[src/rtl/rrl_pkg.sv]
// Shared types and constants for the ranked result list.
package rrl_pkg;

  localparam int ID_W    = 32;
  localparam int SCORE_W = 32;
  localparam int RANK_W  = 6;
  localparam int COUNT_OUT_W = 7;

  typedef enum logic [1:0] {
    ACT_ADD   = 2'd0,
    ACT_READ  = 2'd1,
    ACT_CLEAR = 2'd2
  } action_t;

  typedef enum logic [1:0] {
    ST_OK    = 2'd0,
    ST_FULL  = 2'd1,
    ST_RANGE = 2'd2
  } status_t;

  typedef struct packed {
    logic                      insert;
    logic signed [SCORE_W-1:0] score;
    logic [ID_W-1:0]           doc_id;
    logic [RANK_W-1:0]         rank_index;
  } bcast_t;

endpackage

[src/rtl/rrl_cell.sv]
// One ranked slot: holds a pair and shifts or takes the new pair on an insert.
module rrl_cell #(
  parameter int INDEX = 0,
  parameter int CNT_W = 7,
  parameter int CMP_W = 7
) (
  input  logic                              clk,
  input  logic                              rst,
  input  rrl_pkg::bcast_t                   bcast,
  input  logic [CNT_W-1:0]                  held_count,
  input  logic                              left_after,
  input  logic signed [rrl_pkg::SCORE_W-1:0] left_score,
  input  logic [rrl_pkg::ID_W-1:0]          left_id,
  output logic                              goes_after,
  output logic signed [rrl_pkg::SCORE_W-1:0] score,
  output logic [rrl_pkg::ID_W-1:0]          doc_id,
  output logic [rrl_pkg::ID_W+rrl_pkg::SCORE_W-1:0] rd_word
);
  import rrl_pkg::*;

  logic valid;
  logic match;

  assign valid      = CNT_W'(INDEX) < held_count;
  assign goes_after = valid && (score >= bcast.score);
  assign match      = CMP_W'(INDEX) == CMP_W'(bcast.rank_index);
  assign rd_word    = match ? {score, doc_id} : '0;

  always_ff @(posedge clk) begin
    if (bcast.insert && !goes_after) begin
      if (left_after) begin
        score  <= bcast.score;
        doc_id <= bcast.doc_id;
      end else begin
        score  <= left_score;
        doc_id <= left_id;
      end
    end
  end

  // Held pairs are in non-increasing score order along the row.
  a_sorted: assert property (@(posedge clk) disable iff (rst)
    (INDEX > 0 && valid) |-> (left_score >= score))
    else $error("ranked order broken");

endmodule

[config.mk]
export PLATFORM = sky130hd
export DESIGN_NAME = rrl_cell
export DESIGN_NICKNAME = d
export VERILOG_FILES = /design/src/rtl/rrl_pkg.sv /design/src/rtl/rrl_cell.sv
export SDC_FILE = /design/constraint.sdc
export NUM_CORES = 1
export LEC_CHECK = 0
export BUFFER_PORTS_ARGS = -buffer_cell sky130_fd_sc_hd__buf_4
export CAP_MARGIN = 25
export CORE_AREA = 4 4 105 107
export CTS_BUF_LIST = sky130_fd_sc_hd__clkbuf_8
export DETAILED_ROUTE_END_ITERATION = 8
export DIE_AREA = 0 0 109 111
export PLACE_DENSITY = 0.78
export SYNTH_ARGS = -nofsm -noshare
export SYNTH_HDL_FRONTEND = slang
export SYNTH_SLANG_ARGS = --single-unit
[constraint.sdc]
create_clock -name clk -period 3.76 [get_ports clk]
set_clock_uncertainty 0.05 [all_clocks]
set_input_delay 0.752 -clock clk [delete_from_list [all_inputs] [get_ports clk]]
set_output_delay 0.752 -clock clk [all_outputs]
set_load 0.01 [all_outputs]
==> summary.md <==
| Metric | Value |
|---|---|
| Drc violations | `0` |
| Cell row count | `37` |
| Sw power | `0.509 mW` |
| GR Util All Layers | `0.203` |
| Initial DRC count | `139` |
| Antenna viol nets, final | `0` |
| Slew Limit Fails | `0` |
| FF-to-FF setup slack | `970 ps` |
| Core Footprint | `about 10,000 sq um` |
| #FFs+latches synth | `64` |
| Setup tns final | `0 ps` |
| Worst slew pin tran | `between 800 and 900 ps` |
| Sw Ratio | `0.270` |
| H-tree depth | `3` |
| Port buffer count | `between 200 and 300` |
| Largest family of logic cells by synthesized area | `multiplexers` |
| Die Span Y | `111 microns` |
| Static leakage | `slightly above 3 nW` |
| Area growth, synth to finish | `56.8%` |
| RSZ-0062 raised after global routing | `false` |
| N_diodes | `0` |
| Fmax | `between 0.2 and 0.3 GHz` |
| Cell mode on critical path | `buf_4` |
| Worst skew pair latency | `about 330 ps` |
| Required time of the critical path | `just under 3000 ps` |
| First-pass GRT wire length | `19.0 mm` |
| Synth top area share | `0.472` |
| Total CTS buffers | `9` |
| Layout Utilization | `0.630` |
| Total power | `approximately 1.9 mW` |
| Sequential share of the synthesized area | `0.472` |
| Rel. slew slack | `0.440` |
| Post-Synth XOR/XNOR Area | `0` |
| Post_cts resized | `0` |
| Sequential Power Share | `0.490` |
| Synth unique cells | `29` |
| Hold Slack | `~670 ps` |
| Maximum VDD drop | `~170 uV` |
| Synthesized area | `4070 sq um` |
| Critical Path Start Type | `input pin` |
| Die ar. | `about 12,000 sq um` |
| Die W | `between 100 and 150 microns` |
| Routed len/inst | `around 17 microns` |
| Critical path type | `in -> out` |
| Worst Setup End Kind | `primary output` |
| Minimum clock period | `~3500 ps` |
| P_int | `1.38 mW` |
| Root buffer cell | `clkbuf_8` |
| Clock power frac | `0.249` |
| Ranking of synthesized cells by area | `edfxtp_1 (47%), mux2_2 (18%), ha_1 (9.8%)` |
| CTS tree | `yes` |
| Initial antenna violation count | `0` |
| Total Wirelength | `~13 mm` |
| Final worst-path cycle share | `0.920` |
| Status | `finished clean` |
| CP Cell Sequence | `buf_4 > inv_1 > ha_1 > a21oi_1 > o21ai_0 > a221oi_1 > o21ai_1 > nor3_2 > mux2_2 > buf_4` |
| Layout cells sized above 1 | `0.669` |
| Slowest-stage cell, CP | `mux2_2` |
| Vias per inst | `approximately 4.8` |
| Combinational share of power | `0.261` |
| Initial Util | `0.402` |
| Synthesized area per cell | `~12 sq um` |
| Longest Clk Path Bufs | `2` |
| Type of the worst min-delay path | `in -> reg` |
| Worst Path Max Fanout | `3` |
| Post-CTS Setup Bufs | `0` |
| Adder and majority gate portion of the synthesized area | `0.0983` |
| RD Place Congestion | `~0.82` |
| Synthesis Warnings | `0` |
| Syn_nets | `between 500 and 600` |
| Endpoints failing setup | `0` |
| Via count | `between 3,000 and 4,000` |
| GR Overflow Total | `0` |
| Hold buffer count at CTS | `0` |
| Post-synthesis mux area share | `0.183` |
| Ports | `around 270` |
| Largest net degree at the start of global routing | `65` |
| Max-cap violations | `0` |
| Synth Area in Simple Gates | `0.164` |
| CP max stage delay | `about 370 ps` |
| Vias in the first global route | `~3,800` |
| Power Dens Cells | `just under 300 nW/um^2` |
| Synthesized instance count | `between 300 and 400` |
| Post-DP HPWL | `10.1 mm` |
| Area leader, netlist | `edfxtp_1` |
| Critical path arrival | `~2700 ps` |
| Clock transition at path regs | `around 70 ps` |
| First-pass detailed-route iteration total | `4` |
| CTS Sinks | `between 60 and 70` |
| Final #Nets | `roughly 780` |
| Compound-cell area share of the yosys netlist | `0.0372` |
| Final hold viol count | `0` |
-- registers in the layout, indices dropped and copies added, names as in the netlist --
signal and cells:
doc_id 32, score 32
-- path summary, 6_finish.rpt --
check / cells past startpoint / startpoint / endpoint
min: 2 / left_score[7] / score[7]$_DFFE_PP_
max reg2reg: 8 / score[23]$_DFFE_PP_ / doc_id[29]$_DFFE_PP_
min reg2reg: 5 / score[31]$_DFFE_PP_ / score[30]$_DFFE_PP_
max: 10 / bcast[61] / goes_after
-- per-stage QoR --
step / cell area, sq um / cells / setup WS [ps]
2_1_floorplan: 4070 / 332 / 511
3_3_place_gp: 6240 / 730 / 382
3_5_place_dp: 6240 / 730 / 334
4_1_cts: 6380 / 743 / 315
5_1_grt: 6380 / 743 / 194
6_report: 6380 / 743 / 302
-- per-layer routing --
layer | share of wire | track usage
met1 | 0.35 | 0.208
met2 | 0.52 | 0.375
met3 | 0.11 | 0.0699
met4 | 0.022 | 0.0682
met5 | 0 | 0
-- layout make-up --
class | instances | area, sq um
clock buffers | 9 | 124
flip-flops and latches | 64 | 1920
multi-input cells | 222 | 1960
inverters | 33 | 124
repair buffers | 275 | 2060
well taps | 136 | 170
clock inverters | 4 | 16.3
fillers | 808 | 3760
-- cell usage after synthesis --
master and instances:
o21bai_1 1, and2_2 51, a211oi_1 1, nand4_1 8
a21oi_1 13, o211ai_1 1, nor2b_1 3, nor3_4 1
mux2_2 66, inv_1 33, nor2_1 6, edfxtp_1 64
a21o_1 3, o311a_1 1, or4_4 1, nand3_1 3
ha_1 32, nand2_1 7, o21ai_0 2, and2_1 13
clkbuf_1 1, clkbuf_2 6, nor3_2 2, buf_2 6
o21ai_1 1, a21boi_0 1, nor3_1 2, nor4_1 2
a221oi_1 1
-- power by group through the flow --
stage                     clock network [mW]  registers [mW]  logic, mW
final                                  0.470           0.923      0.492
after global routing                   0.524           0.931      0.540
after CTS                              0.486           0.925      0.500
after detailed placement                   0           0.938      0.497
after global placement                     0           0.935      0.486
after floorplan                            0           0.958      0.189
-- critical path, delay by kind of cell --
family	cells	cell delay, ps
AOI/OAI and AO/OA	4	690
muxes	1	370
adders and majority gates	1	320
buffers and inverters	3	280
and+or+nand+nor	1	250
-- placed cells by master (no fill, tap or decap), types with 8 or more instances in the layout --
cell type and count:
a21oi_1 13, and2_2 51, nand4_1 8, buf_4 275
clkbuf_8 9, inv_1 34, edfxtp_1 64, ha_1 32
mux2_2 66, and2_1 13
-- cells by family after synthesis --
logic type,after synthesis
fa+ha+maj,32
compound gates,25
mux,66
buf+inv,46
flops,64
simple gates,99
Power figures use the tool's default switching activity.
